<file path="config.mk">
export PLATFORM = sky130hd
export DESIGN_NAME = dhcp_frame_classify_checksum
export DESIGN_NICKNAME = d
export VERILOG_FILES = /design/src/sv/dfcc_pkg.sv /design/src/sv/dfcc_front.sv /design/src/sv/dfcc_queue.sv /design/src/sv/dfcc_back.sv /design/src/sv/dhcp_frame_classify_checksum.sv
export SDC_FILE = /design/constraint.sdc
export NUM_CORES = 1
export LEC_CHECK = 0
export BUFFER_PORTS_ARGS = -buffer_cell sky130_fd_sc_hd__buf_2
export CAP_MARGIN = 25
export CORE_MARGIN = 2
export CORE_UTILIZATION = 40
export CTS_CLUSTER_DIAMETER = 200
export DETAILED_ROUTE_END_ITERATION = 16
export SLEW_MARGIN = 20
export SYNTH_ARGS = -nofsm -noshare
export SYNTH_HDL_FRONTEND = slang
export SYNTH_HIERARCHICAL = 1
export SYNTH_SLANG_ARGS = --single-unit
</file>
<file path="constraint.sdc">
create_clock -name clk_i -period 11.91 [get_ports clk_i]
set_input_delay 1.191 -clock clk_i [delete_from_list [all_inputs] [get_ports clk_i]]
set_output_delay 1.191 -clock clk_i [all_outputs]
set_load 0.005 [all_outputs]
</file>
<file path="src/sv/dfcc_pkg.sv">
// Shared types, constants and the ones'-complement adder for the DHCP frame classifier.
// Used by the front end, the queue, the back end and the top level; depends on nothing.
package dfcc_pkg;

  typedef struct packed {
    logic [7:0] data_byte;
    logic       last_byte;
    logic       forward;
  } in_item_t;

  typedef enum logic [1:0] {
    VERDICT_NONE     = 2'd0,
    VERDICT_LOCAL    = 2'd1,
    VERDICT_REQUEST  = 2'd2,
    VERDICT_RESPONSE = 2'd3
  } verdict_e;

  typedef struct packed {
    verdict_e    verdict;
    logic [6:0]  udp_offset;
    logic [15:0] udp_checksum;
    logic [47:0] source_mac;
    logic [31:0] source_ip;
  } out_item_t;

  typedef enum logic [2:0] {
    CLS_SKIP,
    CLS_MAC,
    CLS_IP_HI,
    CLS_IP_LO,
    CLS_DST_HI,
    CLS_DST_LO,
    CLS_UDP
  } byte_class_e;

  typedef struct packed {
    byte_class_e cls;
    logic [15:0] rel;
    logic [7:0]  data;
    logic        last;
    logic        fwd;
    logic        hdr_ok;
    logic        len_ok;
    logic [6:0]  udp_off;
  } q_entry_t;

  localparam logic [6:0] ETH_HDR_BYTES = 7'd14;
  localparam int unsigned UDP_MIN_BYTES = 20;

  localparam int unsigned POS_MAC_FIRST = 6;
  localparam int unsigned POS_MAC_LAST  = 11;
  localparam int unsigned POS_TYPE_HI   = 12;
  localparam int unsigned POS_TYPE_LO   = 13;
  localparam int unsigned POS_VER_IHL   = 14;
  localparam int unsigned POS_PROTO     = 23;
  localparam int unsigned POS_SIP_FIRST = 26;
  localparam int unsigned POS_SIP_LAST  = 29;
  localparam int unsigned POS_DIP_LAST  = 33;

  localparam logic [7:0] ETHERTYPE_HI = 8'h08;
  localparam logic [7:0] ETHERTYPE_LO = 8'h00;
  localparam logic [3:0] IP_VERSION   = 4'd4;
  localparam logic [3:0] MIN_IHL      = 4'd5;
  localparam logic [7:0] PROTO_UDP    = 8'd17;

  localparam logic [15:0] REL_DPORT_LO = 16'd3;
  localparam logic [15:0] REL_LEN_HI   = 16'd4;
  localparam logic [15:0] REL_LEN_LO   = 16'd5;
  localparam logic [15:0] REL_SRC_WORD = 16'd6;
  localparam logic [15:0] REL_DST_WORD = 16'd7;
  localparam logic [15:0] REL_OPCODE   = 16'd8;
  localparam logic [15:0] REL_FLAGS    = 16'd18;

  localparam logic [15:0] DHCP_PORT    = 16'd67;
  localparam logic [15:0] PSEUDO_PROTO = 16'd17;
  localparam logic [7:0]  OP_REQUEST   = 8'd1;
  localparam logic [7:0]  OP_REPLY     = 8'd2;
  localparam logic [7:0]  BCAST_FLAG   = 8'h80;
  localparam logic [15:0] SUM_ALL_ONES = 16'hffff;

  function automatic logic [15:0] oc_add(input logic [15:0] a, input logic [15:0] b);
    logic [16:0] s;
    s = {1'b0, a} + {1'b0, b};
    return s[15:0] + {15'd0, s[16]};
  endfunction

endpackage

</file>
<file path="src/sv/dfcc_front.sv">
// Front end: tracks the byte position and IP header length, checks the fixed header fields
// and tags each accepted byte with its role before queueing it. Depends on dfcc_pkg.
module dfcc_front
  import dfcc_pkg::*;
#(
  parameter int unsigned MAX_FRAME_BYTES = 2048
) (
  input  logic     clk_i,
  input  logic     rst_ni,
  input  logic     in_valid_i,
  output logic     in_stall_o,
  input  in_item_t in_data_i,
  input  logic     q_full_i,
  output logic     q_push_o,
  output q_entry_t q_entry_o
);

  localparam int unsigned PW = $clog2(MAX_FRAME_BYTES + 1);

  logic [PW-1:0] pos_q, pos_d;
  logic [3:0]    ihl_q, ihl_d;
  logic          hdr_ok_q, hdr_ok_d;
  logic [16:0]   pos_w;
  logic [6:0]    udp_off;
  logic          over;
  logic [7:0]    b;
  byte_class_e   cls;

  assign in_stall_o = q_full_i;
  assign q_push_o   = in_valid_i && !q_full_i;

  always_comb begin
    b        = in_data_i.data_byte;
    pos_w    = 17'(pos_q);
    udp_off  = ETH_HDR_BYTES + {1'b0, ihl_q, 2'b00};
    over     = pos_w >= 17'(MAX_FRAME_BYTES);
    pos_d    = pos_q;
    ihl_d    = ihl_q;
    hdr_ok_d = hdr_ok_q;
    cls      = CLS_SKIP;
    if (over) begin
      hdr_ok_d = 1'b0;
    end else begin
      pos_d = pos_q + PW'(1);
      priority if (pos_w >= 17'(POS_MAC_FIRST) && pos_w <= 17'(POS_MAC_LAST)) begin
        cls = CLS_MAC;
      end else if (pos_w == 17'(POS_TYPE_HI) && b != ETHERTYPE_HI) begin
        hdr_ok_d = 1'b0;
      end else if (pos_w == 17'(POS_TYPE_LO) && b != ETHERTYPE_LO) begin
        hdr_ok_d = 1'b0;
      end else if (pos_w == 17'(POS_VER_IHL)) begin
        ihl_d = b[3:0];
        if (b[7:4] != IP_VERSION || b[3:0] < MIN_IHL) begin
          hdr_ok_d = 1'b0;
        end
      end else if (pos_w == 17'(POS_PROTO) && b != PROTO_UDP) begin
        hdr_ok_d = 1'b0;
      end else if (pos_w >= 17'(POS_SIP_FIRST) && pos_w <= 17'(POS_SIP_LAST)) begin
        cls = pos_w[0] ? CLS_IP_LO : CLS_IP_HI;
      end else if (pos_w > 17'(POS_SIP_LAST) && pos_w <= 17'(POS_DIP_LAST)) begin
        cls = pos_w[0] ? CLS_DST_LO : CLS_DST_HI;
      end else if (ihl_q >= MIN_IHL && pos_w >= 17'(udp_off)) begin
        cls = CLS_UDP;
      end else begin
        cls = CLS_SKIP;
      end
    end
  end

  always_comb begin
    q_entry_o.cls     = cls;
    q_entry_o.rel     = 16'(pos_q) - {9'd0, udp_off};
    q_entry_o.data    = b;
    q_entry_o.last    = in_data_i.last_byte;
    q_entry_o.fwd     = in_data_i.forward;
    q_entry_o.hdr_ok  = hdr_ok_d;
    q_entry_o.len_ok  = pos_w >= 17'(udp_off) + 17'(UDP_MIN_BYTES - 1);
    q_entry_o.udp_off = udp_off;
  end

  always_ff @(posedge clk_i or negedge rst_ni) begin
    if (!rst_ni) begin
      pos_q    <= '0;
      ihl_q    <= '0;
      hdr_ok_q <= 1'b1;
    end else if (q_push_o) begin
      if (in_data_i.last_byte) begin
        pos_q    <= '0;
        ihl_q    <= '0;
        hdr_ok_q <= 1'b1;
      end else begin
        pos_q    <= pos_d;
        ihl_q    <= ihl_d;
        hdr_ok_q <= hdr_ok_d;
      end
    end
  end

endmodule

</file>
<file path="src/sv/dfcc_queue.sv">
// Short first-in first-out queue of tagged bytes between the front and back ends.
// Depends on dfcc_pkg for the entry type.
module dfcc_queue
  import dfcc_pkg::*;
#(
  parameter int unsigned DEPTH = 4
) (
  input  logic     clk_i,
  input  logic     rst_ni,
  input  logic     push_i,
  input  q_entry_t entry_i,
  output logic     full_o,
  input  logic     pop_i,
  output logic     valid_o,
  output q_entry_t entry_o
);

  localparam int unsigned AW = $clog2(DEPTH);
  localparam int unsigned CW = $clog2(DEPTH + 1);

  q_entry_t        slots_q [DEPTH];
  logic [AW-1:0]   wr_ptr_q, rd_ptr_q;
  logic [CW-1:0]   count_q;

  assign full_o  = count_q == CW'(DEPTH);
  assign valid_o = count_q != '0;
  assign entry_o = slots_q[rd_ptr_q];

  always_ff @(posedge clk_i) begin
    if (push_i) begin
      slots_q[wr_ptr_q] <= entry_i;
    end
  end

  always_ff @(posedge clk_i or negedge rst_ni) begin
    if (!rst_ni) begin
      wr_ptr_q <= '0;
      rd_ptr_q <= '0;
      count_q  <= '0;
    end else begin
      if (push_i) begin
        wr_ptr_q <= (wr_ptr_q == AW'(DEPTH - 1)) ? '0 : wr_ptr_q + AW'(1);
      end
      if (pop_i) begin
        rd_ptr_q <= (rd_ptr_q == AW'(DEPTH - 1)) ? '0 : rd_ptr_q + AW'(1);
      end
      if (push_i && !pop_i) begin
        count_q <= count_q + CW'(1);
      end else if (pop_i && !push_i) begin
        count_q <= count_q - CW'(1);
      end
    end
  end

endmodule

</file>
<file path="src/sv/dfcc_back.sv">
// Back end: keeps the UDP and DHCP fields, the source addresses and the checksum sums,
// then forms the verdict through a final stage and an output register. Depends on dfcc_pkg.
module dfcc_back
  import dfcc_pkg::*;
(
  input  logic      clk_i,
  input  logic      rst_ni,
  input  logic      q_valid_i,
  input  q_entry_t  q_entry_i,
  output logic      q_pop_o,
  output logic      out_valid_o,
  input  logic      out_stall_i,
  output out_item_t out_data_o
);

  localparam logic [15:0] LEN_SRC_PART = 16'd1;
  localparam logic [15:0] LEN_DST_PART = 16'd3;
  localparam logic [15:0] LEN_LEN_PART = 16'd5;

  logic [15:0] udp_len_q, udp_len_d;
  logic        port_match_q, port_match_d;
  logic [7:0]  opcode_q, opcode_d;
  logic [15:0] sum_q, sum_d;
  logic [15:0] hdr_q, hdr_d;
  logic [7:0]  pending_q, pending_d;
  logic [47:0] mac_q, mac_d;
  logic [31:0] ip_q, ip_d;
  logic [31:0] ports_q, ports_d;

  logic        fin_valid_q;
  logic        fin_ok_q, fin_fwd_q, fin_req_q;
  logic [6:0]  fin_off_q;
  logic [47:0] fin_mac_q;
  logic [31:0] fin_ip_q;
  logic [15:0] fin_sum_q, fin_hdr_q;

  logic        out_valid_q;
  out_item_t   out_item_q, out_item_d;

  q_entry_t    e;
  logic [7:0]  b, bb;
  logic        ok, out_ready, fin_ready, fin_move;
  logic [15:0] total, folded;
  verdict_e    verdict;

  function automatic logic [15:0] hdr_word(input logic [15:0] w, input logic [15:0] len,
                                           input logic [15:0] part);
    logic [15:0] r;
    r = '0;
    if (len > part) begin
      r = w;
    end else if (len == part) begin
      r = {w[15:8], 8'h00};
    end
    return r;
  endfunction

  assign out_ready   = !out_valid_q || !out_stall_i;
  assign fin_ready   = !fin_valid_q || out_ready;
  assign fin_move    = fin_valid_q && out_ready;
  assign out_valid_o = out_valid_q;
  assign out_data_o  = out_item_q;

  always_comb begin
    e            = q_entry_i;
    b            = e.data;
    bb           = (e.rel == REL_FLAGS) ? (b | BCAST_FLAG) : b;
    q_pop_o      = q_valid_i && (!e.last || fin_ready);
    udp_len_d    = udp_len_q;
    port_match_d = port_match_q;
    opcode_d     = opcode_q;
    sum_d        = sum_q;
    hdr_d        = hdr_q;
    pending_d    = pending_q;
    mac_d        = mac_q;
    ip_d         = ip_q;
    ports_d      = ports_q;
    unique case (e.cls)
      CLS_SKIP: begin
      end
      CLS_MAC: begin
        mac_d = {mac_q[39:0], b};
      end
      CLS_IP_HI: begin
        ip_d      = {ip_q[23:0], b};
        pending_d = b;
      end
      CLS_IP_LO: begin
        ip_d  = {ip_q[23:0], b};
        sum_d = oc_add(sum_q, {pending_q, b});
      end
      CLS_DST_HI: begin
        pending_d = b;
      end
      CLS_DST_LO: begin
        sum_d = oc_add(sum_q, {pending_q, b});
      end
      CLS_UDP: begin
        priority if (e.rel < REL_LEN_HI) begin
          ports_d = {ports_q[23:0], b};
          if (e.rel == REL_DPORT_LO) begin
            port_match_d = ports_d[31:16] == DHCP_PORT || ports_d[15:0] == DHCP_PORT;
          end
        end else if (e.rel == REL_LEN_HI) begin
          udp_len_d = {b, 8'h00};
        end else if (e.rel == REL_LEN_LO) begin
          udp_len_d = {udp_len_q[15:8], b};
          hdr_d     = udp_len_d + PSEUDO_PROTO;
          sum_d     = oc_add(sum_q, hdr_word(ports_q[31:16], udp_len_d, LEN_SRC_PART));
        end else if (e.rel == REL_SRC_WORD) begin
          sum_d = oc_add(sum_q, hdr_word(ports_q[15:0], udp_len_q, LEN_DST_PART));
        end else if (e.rel == REL_DST_WORD) begin
          sum_d = oc_add(sum_q, hdr_word(udp_len_q, udp_len_q, LEN_LEN_PART));
        end else begin
          if (e.rel == REL_OPCODE) begin
            opcode_d = b;
          end
          if (e.rel < udp_len_q) begin
            if (!e.rel[0]) begin
              if (17'(e.rel) + 17'd1 == 17'(udp_len_q)) begin
                sum_d = oc_add(sum_q, {bb, 8'h00});
              end else begin
                pending_d = bb;
              end
            end else begin
              sum_d = oc_add(sum_q, {pending_q, bb});
            end
          end
        end
      end
    endcase
    ok = e.hdr_ok && e.len_ok && (17'(udp_len_d) <= 17'(e.rel) + 17'd1) && port_match_d &&
         (opcode_d == OP_REQUEST || opcode_d == OP_REPLY);
  end

  always_comb begin
    total  = oc_add(fin_sum_q, fin_hdr_q);
    folded = (total == '0) ? SUM_ALL_ONES : total;
    priority if (!fin_ok_q) begin
      verdict = VERDICT_NONE;
    end else if (!fin_fwd_q) begin
      verdict = VERDICT_LOCAL;
    end else if (fin_req_q) begin
      verdict = VERDICT_REQUEST;
    end else begin
      verdict = VERDICT_RESPONSE;
    end
    out_item_d.verdict      = verdict;
    out_item_d.udp_offset   = fin_ok_q ? fin_off_q : '0;
    out_item_d.udp_checksum = (verdict == VERDICT_REQUEST || verdict == VERDICT_RESPONSE) ?
                              ~folded : '0;
    out_item_d.source_mac   = fin_ok_q ? fin_mac_q : '0;
    out_item_d.source_ip    = fin_ok_q ? fin_ip_q : '0;
  end

  always_ff @(posedge clk_i or negedge rst_ni) begin
    if (!rst_ni) begin
      udp_len_q    <= '0;
      port_match_q <= 1'b0;
      opcode_q     <= '0;
      sum_q        <= '0;
      hdr_q        <= '0;
      pending_q    <= '0;
      mac_q        <= '0;
      ip_q         <= '0;
      ports_q      <= '0;
    end else if (q_pop_o) begin
      if (e.last) begin
        udp_len_q    <= '0;
        port_match_q <= 1'b0;
        opcode_q     <= '0;
        sum_q        <= '0;
        hdr_q        <= '0;
        pending_q    <= '0;
        mac_q        <= '0;
        ip_q         <= '0;
        ports_q      <= '0;
      end else begin
        udp_len_q    <= udp_len_d;
        port_match_q <= port_match_d;
        opcode_q     <= opcode_d;
        sum_q        <= sum_d;
        hdr_q        <= hdr_d;
        pending_q    <= pending_d;
        mac_q        <= mac_d;
        ip_q         <= ip_d;
        ports_q      <= ports_d;
      end
    end
  end

  always_ff @(posedge clk_i or negedge rst_ni) begin
    if (!rst_ni) begin
      fin_valid_q <= 1'b0;
      out_valid_q <= 1'b0;
    end else begin
      if (q_pop_o && e.last) begin
        fin_valid_q <= 1'b1;
      end else if (fin_move) begin
        fin_valid_q <= 1'b0;
      end
      if (fin_move) begin
        out_valid_q <= 1'b1;
      end else if (!out_stall_i) begin
        out_valid_q <= 1'b0;
      end
    end
  end

  always_ff @(posedge clk_i) begin
    if (q_pop_o && e.last) begin
      fin_ok_q  <= ok;
      fin_fwd_q <= e.fwd;
      fin_req_q <= opcode_d == OP_REQUEST;
      fin_off_q <= e.udp_off;
      fin_mac_q <= mac_d;
      fin_ip_q  <= ip_d;
      fin_sum_q <= sum_d;
      fin_hdr_q <= hdr_d;
    end
    if (fin_move) begin
      out_item_q <= out_item_d;
    end
  end

endmodule

</file>
<file path="src/sv/dhcp_frame_classify_checksum.sv">
// Top level of the DHCP frame classifier with UDP checksum rebuild.
// Instantiates dfcc_front, dfcc_queue and dfcc_back; depends on dfcc_pkg.
//
// The block takes one frame byte per request and sustains one request per cycle while its
// queue is not full. Every byte is tagged by the front end and handed through a short queue
// to the back end, which updates the checksum with at most one 16-bit ones'-complement
// addition per byte; that addition sets the rate. A frame's result passes through the
// final stage and output registers, and the QUEUE_DEPTH-entry queue lets input go on while
// a result waits on a stalled output. Frames longer than MAX_FRAME_BYTES are rejected.
module dhcp_frame_classify_checksum
  import dfcc_pkg::*;
#(
  parameter int unsigned MAX_FRAME_BYTES = 2048,
  parameter int unsigned QUEUE_DEPTH     = 4
) (
  input  logic      clk_i,
  input  logic      rst_ni,
  input  logic      in_valid_i,
  output logic      in_stall_o,
  input  in_item_t  in_data_i,
  output logic      out_valid_o,
  input  logic      out_stall_i,
  output out_item_t out_data_o
);

  logic     q_full, q_push, q_pop, q_valid;
  q_entry_t q_entry_in, q_entry_out;

  dfcc_front #(
    .MAX_FRAME_BYTES(MAX_FRAME_BYTES)
  ) u_front (
    .clk_i     (clk_i),
    .rst_ni    (rst_ni),
    .in_valid_i(in_valid_i),
    .in_stall_o(in_stall_o),
    .in_data_i (in_data_i),
    .q_full_i  (q_full),
    .q_push_o  (q_push),
    .q_entry_o (q_entry_in)
  );

  dfcc_queue #(
    .DEPTH(QUEUE_DEPTH)
  ) u_queue (
    .clk_i  (clk_i),
    .rst_ni (rst_ni),
    .push_i (q_push),
    .entry_i(q_entry_in),
    .full_o (q_full),
    .pop_i  (q_pop),
    .valid_o(q_valid),
    .entry_o(q_entry_out)
  );

  dfcc_back u_back (
    .clk_i      (clk_i),
    .rst_ni     (rst_ni),
    .q_valid_i  (q_valid),
    .q_entry_i  (q_entry_out),
    .q_pop_o    (q_pop),
    .out_valid_o(out_valid_o),
    .out_stall_i(out_stall_i),
    .out_data_o (out_data_o)
  );

endmodule
</file>
# Word level (Yosys, flattened, before mapping)

Memories as Yosys holds them, arrays and structs flattened.
Cells that the tools add are included.

Input bits: 14
Logic and storage cells: 278
Bits in registers: 430
RAM bits: 152
Memories: 1

Memories:

| name            | depth | width | rd ports | clocked after memory_dff | wr ports | RTL line         | source |
|---|---|---|---|---|---|---|---|
| u_queue.slots_q | 4     | 38    | 1        | 0                        | 1        | dfcc_queue.sv:21 | `q_entry_t slots_q [DEPTH];` |

Bitwise logic cells: 1
Magnitude comparators: 17
Eq/ne operators: 46
Add/sub/neg operators: 24
Reduce and logical (&&, ||, !) cells: 47
Multiplexer cells: 112

Operator list:

| kind                                                                     | count |
|---|---|
| 16-bit 2-to-1 mux                                                        | 40 |
| 32-bit 2-to-1 mux                                                        | 5 |
| 8-bit 2-to-1 mux                                                         | 19 |
| 16-bit by 16-bit adder with 17-bit output                                | 7 |
| 16-bit by 1-bit adder with 16-bit output                                 | 7 |
| 48-bit 2-to-1 mux                                                        | 2 |
| 16-bit by 3-bit == test with 1-bit output (second input constant)        | 5 |
| 12-bit by 4-bit == test with 1-bit output (second input constant)        | 3 |
| 3-bit 2-to-1 mux                                                         | 11 |
| 16-bit by 2-bit == test with 1-bit output (second input constant)        | 2 |
| 16-bit by 7-bit == test with 1-bit output (second input constant)        | 2 |
| 16-bit one-hot mux with 2 select lines                                   | 1 |
| 12-bit 2-to-1 mux                                                        | 2 |
| 4-bit 2-to-1 mux                                                         | 6 |
| 1-bit 2-to-1 mux                                                         | 21 |
| 3-bit by 2-bit inequality test with 1-bit output (second input constant) | 6 |
| 16-bit by 1-bit adder with 17-bit output (second input constant)         | 1 |
| 17-bit by 16-bit == test with 1-bit output                               | 1 |
| 12-bit by 17-bit >= comparator with 1-bit output                         | 1 |
| 16-bit by 17-bit less-or-equal comparator with 1-bit output              | 1 |
| 1-bit logical AND                                                        | 17 |
| 16-bit by 5-bit adder with 16-bit output (second input constant)         | 1 |
| 16-bit by 1-bit == test with 1-bit output (second input constant)        | 1 |
| 16-bit by 4-bit == test with 1-bit output (second input constant)        | 1 |
| 51 further kinds                                                         | 84 |

# Depth between registers and ports, before layout

Gate-level depths: netlist of the first run.

Depth after elaboration: 18
Mapped depth: 32
Mapped depth without buffers: 29

# Hierarchy

The synthesis of the first run kept the hierarchy.

By module, submodules not included:

| module     | area each (um^2) | times used | cells each | sequential area each (um^2) |
|---|---|---|---|---|
| dfcc_back  | 26255.2          | 1          | 2710       | 11295.8 |
| dfcc_queue | 5947.0           | 1          | 236        | 4739.5 |
| dfcc_front | 1846.8           | 1          | 229        | 426.7 |

# Least setup slack after synthesis of the first run

Ideal clock, no wire load.

Path type: reg-to-reg
From: register u_queue.rd_ptr_q[0]
To: register u_back.fin_sum_q[15], data pin
Clock period less this slack: 6057 ps
Arrival: 5795 ps
Setup slack: 5853 ps
Cell stages (with the launch flop): 31
Path through: dfrtp_1 -> buf_6 -> buf_12 -> mux4_2 -> clkbuf_1 -> inv_1 -> ha_1 -> o21a_1 -> nor2b_1 -> ha_1 -> inv_1 -> fa_1 -> nor2b_1 -> o2111ai_1 -> a31o_2 -> o21ai_0 -> a21oi_1 -> nor2_1 -> o21ai_0 -> nand2b_1 -> a21o_1 -> ha_1 -> nand3_1 -> or3_1 -> nand3b_1 -> nor4_1 -> and3_1 -> nand3_1 -> xnor2_1 -> nor3_1 -> o21bai_1

RTL lines:

| what                   | RTL line         | source |
|---|---|---|
| start, declared        | dfcc_queue.sv:22 | `logic [AW-1:0] wr_ptr_q, rd_ptr_q;` |
| start signal, assigned | dfcc_queue.sv:45 | `rd_ptr_q <= (rd_ptr_q == AW'(DEPTH - 1)) ? '0 : rd_ptr_q + AW'(1);` |
| end signal, assigned   | dfcc_back.sv:218 | `fin_sum_q <= sum_d;` |
| end, declared          | dfcc_back.sv:35  | `logic [15:0] fin_sum_q, fin_hdr_q;` |

==> impl_metrics.env, run 1 <==
export IMPL_regToRegStartpoint="u_queue/rd_ptr_q[0]"
export IMPL_avgSynthCellArea_um2=10.7
export IMPL_yosys_top_cells_area="edfxtp_1, dfrtp_1, ha_1"
export IMPL_grt_pass1_wl_um=150000
export IMPL_worst_pin_slew_ps=1050
export IMPL_reg2reg_slack_ps=4340
export IMPL_die_h_um=296
export IMPL_max_cap_violations=0
export IMPL_multi_input_area_mm2=0.0164
export IMPL_synth_distinct_cells=96
export IMPL_critPathKind="reg -> reg"
export IMPL_synthFlopType="edfxtp_1"
export IMPL_fin_crit_ps=7570
export IMPL_hold_path_class="reg -> reg"
export IMPL_setup_violations=0
export IMPL_start_util_pct=40.6
export IMPL_endpoint_kind="flip-flop"
export IMPL_grtUsageTotal_pct=22.3
export IMPL_ant_nets=0
export IMPL_place_gp_congestion=0.972
export IMPL_grt_max_degree=89
export IMPL_synth_seq_cells=582
export IMPL_die_w_um=296
export IMPL_path_max_fanout=39
export IMPL_clk_pin_slew_ps=70
export IMPL_layout_common_cells="edfxtp_1, nand2_1, dfrtp_1"
export IMPL_holdPathEnd="u_back/port_match_q"
export IMPL_slew_limit_headroom_pct=29.2
export IMPL_final_common_cell="edfxtp_1"
export IMPL_cts_sinks=582
export IMPL_viasPerCell=5.84
export IMPL_grt_ovfl_total=0
export IMPL_p_leak_nw=14.8
export IMPL_synth_seq_area_share_pct=48.3
export IMPL_vdd_drop_max_mv=0.175
export IMPL_fmax_ghz=0.132
export IMPL_drc=0
export IMPL_nets=3388
export IMPL_cpMostUsedCell="nor3_1"
export IMPL_crit_family="simple AND/OR/NAND/NOR gates"
export IMPL_antenna_found_initial=5
export IMPL_ioPinCount=121
export IMPL_wl_per_cell_um=22.5
export IMPL_syn2layout_area_growth_pct=10.4
export IMPL_synthesis_nets=3365
export IMPL_fin_skew_ps=27.1
export IMPL_syn_inst=3175
export IMPL_syn_cell_area_mm2=0.0340
export IMPL_ctsHoldBuffers=0
export IMPL_setup_tns_final_ps=0
export IMPL_yosys_warnings=6
export IMPL_post_cts_buffers=0
export IMPL_fin_crit_sh_pct=63.6
export IMPL_post_cts_resized=0
export IMPL_fillers=7891
export IMPL_critPathBufInv=1
export IMPL_status="complete, no violations"
export IMPL_dpl_hpwl_um=70600
export IMPL_clockBufferDepth=3
export IMPL_p_per_area_mw_per_mm2=248
export IMPL_grt_pass1_vias=24400
export IMPL_p_total_mw=9.31
export IMPL_worst_r2r_endpoint="u_back/fin_sum_q[15]"
export IMPL_cts_made_buffers=60
export IMPL_clk_latency_ps=640
export IMPL_critPathMaxStageDelay_ps=800
export IMPL_htreeDepth=2
export IMPL_drv_slew=0
export IMPL_required_ps=12300
export IMPL_ff2ff_path_depth=26
export IMPL_final_hold_viol_count=0
export IMPL_async_flop_share_pct=34.9
export IMPL_rsz0062_at_grt="no"
export IMPL_synth_top_area_share_pct=33.4
export IMPL_coreArea_mm2=0.0840
export IMPL_hp_start="u_back/port_match_q"
export IMPL_synth_area_leader_cell="edfxtp_1"
export IMPL_cts_root_buf="clkbuf_16"
export IMPL_cts_tree="yes"
export IMPL_fp_row_count=106
export IMPL_die_area_mm2=0.0875
export IMPL_first_iter_violations=2735
export IMPL_cp_arrival_ps=7960
export IMPL_first_pass_iters=6
export IMPL_vias=25600
export IMPL_synth_edff_count=379
export IMPL_ff_latch_area_mm2=0.0165
export IMPL_crit_path_top_delay_cell="mux4_2"
export IMPL_drt_total_wl_um=98700
export IMPL_start_kind="flip-flop"
export IMPL_place_port_buffers=120
export IMPL_drive_gt1_share_pct=12.7
export IMPL_holdPathStages=2
[per-stage QoR]
stage / setup WS, ps / instances / cell area [um^2] / hold WS (ps) / util, %
floorplan: 5850 / 3175 / 34000 / 445 / -
global placement: 4570 / 4266 / 35400 / 463 / 42.2
detailed placement: 4420 / 4266 / 35400 / 469 / 42.2
CTS: 4380 / 4379 / 37500 / 484 / 44.7
global route: 3760 / 4383 / 37600 / 504 / 44.8
finish: 4340 / 4384 / 37600 / 485 / 44.8
[report_power, final]
part	leakage, nW	internal [mW]	total (mW)	switching (mW)
registers	6.24	2.89	3.18	0.286
clock network	1.01	1.13	1.96	0.833
logic	7.54	1.40	4.17	2.77
total	14.8	5.42	9.31	3.89
[worst reg2reg max path, stage by stage (launching register included)]
cell and delay (ps):
dfrtp_2 390, buf_4 620, mux4_2 800, nor3_1 250, nand2_1 130, nor3_1 300
o21a_1 440, nor2b_1 110, ha_1 550, o2111ai_1 270, a31o_2 310, o21ai_0 250
a21oi_1 100, nor2_1 80, o21ai_0 70, nand2b_1 80, a21o_1 130, ha_1 170
nand3_1 90, or3_1 410, nand3b_1 210, nor4_1 680, and3_1 300, nand3_1 100
xnor2_1 190, nor3_1 210, o21bai_1 110
[area by class of cell]
| class | instances | area share (%) |
|---|---|---|
| antenna | 1 | 0.00666 |
| clock inverter | 42 | 1.31 |
| inverter | 101 | 1.02 |
| timing repair buffer | 150 | 2.38 |
| clock buffer | 71 | 4.18 |
| multi-input combinational | 2303 | 43.5 |
| tap | 1134 | 3.77 |
| sequential | 582 | 43.8 |
[metal layers]
metal	up-vias	global-route usage, %	share of wire [%]	wire length (um)
met5	-	0	0	0
met4	0	8.47	4.0	3940
met3	200	2.78	6.4	6340
met2	911	34.6	45	44500
met1	12500	31.9	44	43900
li1	12000	-	-	-
[cell usage after synthesis, types with 99 or more instances]
| library cell | number |
|---|---|
| ha_1 | 168 |
| dfrtp_1 | 202 |
| nor2_1 | 135 |
| xnor2_1 | 101 |
| edfxtp_1 | 379 |
| and2_1 | 121 |
| a22o_1 | 112 |
| o21ai_0 | 193 |
| a21oi_1 | 109 |
| nand2_1 | 357 |
| clkbuf_1 | 143 |
| inv_1 | 99 |
[how the worst max path moves through the flow]
stage	from	end	slack, ps	depth (start not counted)
2_1_floorplan	u_queue/rd_ptr_q[0]	u_back/fin_sum_q[15]	5850	30
3_3_place_gp	u_queue/rd_ptr_q[0]	u_back/fin_sum_q[15]	4570	26
3_5_place_dp	u_queue/rd_ptr_q[0]	u_back/fin_sum_q[15]	4420	26
4_1_cts	u_queue/rd_ptr_q[0]	u_back/fin_sum_q[15]	4380	26
5_1_grt	u_queue/rd_ptr_q[0]	u_back/fin_sum_q[15]	3760	26
6_report	u_queue/rd_ptr_q[0]	u_back/fin_sum_q[15]	4340	26
[cells by family after synthesis]
group | share of synthesized area (%)
AOI/OAI and AO/OA | 15.4
xor gates and xnor gates | 4.75
adders and majority gates | 6.64
buffers and inverters | 3.71
DFF | 48.3
muxes | 4.86
other | 0.0221
and+or+nand+nor | 16.3
[flip-flops by register name, summed over array words and instances, names as in the netlist, 2 cells and up]
signal / count
u_back/ports_q: 32
u_back/fin_hdr_q: 16
u_back/fin_ip_q: 32
u_back/pending_q: 8
u_queue/rd_ptr_q: 2
u_back/fin_sum_q: 16
u_front/ihl_q: 4
u_back/opcode_q: 8
u_back/out_data_o: 105
u_back/hdr_q: 16
u_back/fin_mac_q: 48
u_queue/count_q: 3
u_queue/wr_ptr_q: 2
u_back/ip_q: 32
u_back/sum_q: 16
u_back/udp_len_q: 16
u_back/fin_off_q: 7
u_back/mac_q: 48
u_queue/slots_q: 152
u_front/pos_q: 12
Power figures use the tool's default switching activity.
==> inputs of run 2 (changes only) <==
--- a/config.mk
+++ b/config.mk
@@ -5,6 +5,7 @@
 export SDC_FILE = /design/constraint.sdc
 export NUM_CORES = 1
 export LEC_CHECK = 0
+export ABC_AREA = 1
 export BUFFER_PORTS_ARGS = -buffer_cell sky130_fd_sc_hd__buf_2
 export CAP_MARGIN = 25
 export CORE_MARGIN = 2
==> constraint.sdc (replaced) <==
create_clock -name clk_i -period 6.8 [get_ports clk_i]
set_input_delay 0.68 -clock clk_i [delete_from_list [all_inputs] [get_ports clk_i]]
set_output_delay 0.68 -clock clk_i [all_outputs]
set_load 0.005 [all_outputs]
==> impl_metrics.env, run 2 <==
export IMPL_status="complete, no violations"
export IMPL_final_area_mm2=0.0396
export IMPL_power_frac_comb_pct=48.9
export IMPL_async_flop_share_pct=34.9
export IMPL_post_cts_resized=0
export IMPL_grt_pass1_wl_um=156000
export IMPL_syn2layout_area_growth_pct=11.7
export IMPL_dpl_hpwl_um=72900
export IMPL_vdd_drop_max_mv=0.342
export IMPL_path_max_fanout=72
export IMPL_grt_max_degree=89
export IMPL_placed_cells=5507
export IMPL_setup_violations=0
export IMPL_cts_tree="yes"
export IMPL_fin_crit_sh_pct=88.5
export IMPL_worst_pin_slew_ps=1050
export IMPL_clockBufferDepth=3
export IMPL_hold_path_class="in -> async"
export IMPL_final_common_cell="nand2_1"
export IMPL_ctsHoldBuffers=0
export IMPL_viasPerCell=5.09
export IMPL_sw_frac_of_total_pct=45.9
export IMPL_final_cells=5633
export IMPL_fp_row_count=109
export IMPL_critPathMaxStageDelay_ps=430
export IMPL_first_pass_iters=8
export IMPL_critPathKind="reg -> reg"
export IMPL_place_area_mm2=0.0372
export IMPL_slew_limit_headroom_pct=29.9
export IMPL_cts_sinks=582
export IMPL_drive_gt1_share_pct=9.98
export IMPL_seqPwrFrac_pct=30.8
export IMPL_cp_arrival_ps=6400
export IMPL_synthFlopType="edfxtp_1"
export IMPL_synthesis_nets=4507
export IMPL_fin_crit_ps=6020
export IMPL_rsz0062_at_grt="no"
export IMPL_grt_ovfl_total=0
export IMPL_p_per_area_mw_per_mm2=471
export IMPL_first_iter_violations=2548
export IMPL_yosys_top_cells_area="edfxtp_1, dfrtp_1, nand2_1"
export IMPL_cpMostUsedCell="nand2_1"
export IMPL_place_gp_congestion=0.983
export IMPL_htreeDepth=3
export IMPL_p_leak_nw=19.2
export IMPL_power_internal_mw=10.1
export IMPL_ff2ff_path_depth=37
export IMPL_die_h_um=302
export IMPL_avgSynthCellArea_um2=8.20
export IMPL_endpoint_kind="flip-flop"
export IMPL_synth_seq_area_share_pct=46.5
export IMPL_p_sw_mw=8.55
export IMPL_cts_root_buf="clkbuf_16"
export IMPL_place_port_buffers=120
export IMPL_vias=28700
export IMPL_largest_reg_flops=152
export IMPL_synth_top_area_share_pct=32.1
export IMPL_syn_cell_area_mm2=0.0354
export IMPL_drt_total_wl_um=99600
export IMPL_synth_area_leader_cell="edfxtp_1"
export IMPL_antenna_found_initial=0
export IMPL_coreArea_mm2=0.0881
export IMPL_start_util_pct=40.2
export IMPL_synth_edff_count=379
export IMPL_start_kind="flip-flop"
export IMPL_clk_latency_ps=630
export IMPL_p_clk_share_pct=20.3
export IMPL_grt_pass1_vias=27300
export IMPL_ant_nets=0
export IMPL_final_hold_viol_count=0
export IMPL_wl_per_cell_um=17.7
export IMPL_max_cap_violations=0
export IMPL_yosys_warnings=6
export IMPL_top_register="u_queue/slots_q"
export IMPL_post_cts_buffers=0
export IMPL_die_w_um=302
export IMPL_regToRegStartpoint="u_queue/rd_ptr_q[0]"
export IMPL_nets=4604
export IMPL_syn_inst=4317
export IMPL_required_ps=7180
export IMPL_synth_distinct_cells=62
export IMPL_die_area_mm2=0.0909
export IMPL_fmax_ghz=0.166
export IMPL_layout_common_cells="nand2_1, inv_1, edfxtp_1"
export IMPL_drc=0
export IMPL_ioPinCount=121
export IMPL_diodes=0
export IMPL_grtUsageTotal_pct=21.9
export IMPL_crit_start="u_queue/rd_ptr_q[0]"
export IMPL_setup_tns_final_ps=0
export IMPL_synth_seq_cells=582
export IMPL_clk_pin_slew_ps=70
export IMPL_cts_made_buffers=68
export IMPL_yosysMostFrequentCell="nand2_1"
export IMPL_yosys_top_cells_count="nand2_1, inv_1, edfxtp_1"
export IMPL_drv_slew=0
export IMPL_crit_path_top_delay_cell="ha_1"
export IMPL_fin_skew_ps=27.3
## run 2: changes by cell type after synthesis, sizes merged, moves of 62 or more
cell   previous run  this run
nand2           358      1127
inv             100       792
nor2            136       302
nand3            83       243
and2            122         0
o22ai             5       119
a22o            112         6
xnor2           102        18
o21ai           202       276
mux2             62         0
## run 2: worst max-delay path: cells and delay by family (launching register included)
family | cells | cell delay (ps)
AND/OR/NAND/NOR | 26 | 2890
adder cells (fa/ha/maj) | 4 | 1040
buffers and inverters | 4 | 980
flip-flops | 1 | 420
AO/OA/AOI/OAI | 3 | 360
## run 2: power groups by stage
stage	combinational, mW	sequential (mW)	clock (mW)
after global routing	10.2	5.84	4.02
after detailed placement	9.02	5.83	0
after global placement	8.97	5.82	0
after CTS	9.06	5.76	3.88
final	9.11	5.75	3.78
after floorplan	6.26	5.73	0
## run 2: metrics by stage
| stage | setup slack (ps) | hold slack [ps] | utilization (%) | power, mW |
|---|---|---|---|---|
| 6_report | 782 | 75.8 | 44.9 | 18.6 |
| 5_1_grt | 31.5 | 136 | 44.9 | 20.1 |
| 4_1_cts | 407 | 100 | 44.9 | 18.7 |
| 3_5_place_dp | 451 | 459 | 42.2 | 14.8 |
| 3_3_place_gp | 599 | 460 | 42.2 | 14.8 |
| 2_1_floorplan | 1020 | 384 | - | 12.0 |
## run 2: cells by family (layout without fill, tap and decap cells)
group,count (synthesis),count (layout),share of synthesized area [%]
AOI/OAI and AO/OA,698,698,12.4
xor gates and xnor gates,104,104,2.59
adders and majority gates,176,176,6.39
buffers and inverters,943,1094,10.6
DFF,582,582,46.5
other,2,2,0.0212
and+or+nand+nor,1812,1812,21.5
## run 2: area by class of cell
| class | instances | area (um^2) |
|---|---|---|
| Timing Repair Buffer | 175 | 1070 |
| Clock inverter | 42 | 547 |
| Inverter | 795 | 3000 |
| Tap cell | 1165 | 1460 |
| Sequential cell | 582 | 16500 |
| Fill cell | 8683 | 48500 |
| Multi-Input combinational cell | 2792 | 15200 |
| Clock buffer | 82 | 1800 |
## run 2: per-layer routing
layer	share of wire, %	up-vias	GRT usage (%)
met2	45	882	34.8
met4	3.5	0	7.78
met3	6.5	164	3.39
met1	45	13300	30.4
met5	0	-	0
li1	-	14300	-
## run 2: worst paths after layout
| check | to | slack [ps] |
|---|---|---|
| worst max register to register | u_back/fin_sum_q[12] | 780 |
| min in group clk_i | u_queue/slots_q[3][9] | 270 |
| worst min register to register | u_queue/count_q[2] | 470 |
| worst min-delay path | u_back/sum_q[12] | 80 |
| worst max-delay path | u_back/fin_sum_q[12] | 780 |
| max in group asynchronous | u_back/mac_q[28] | 5370 |
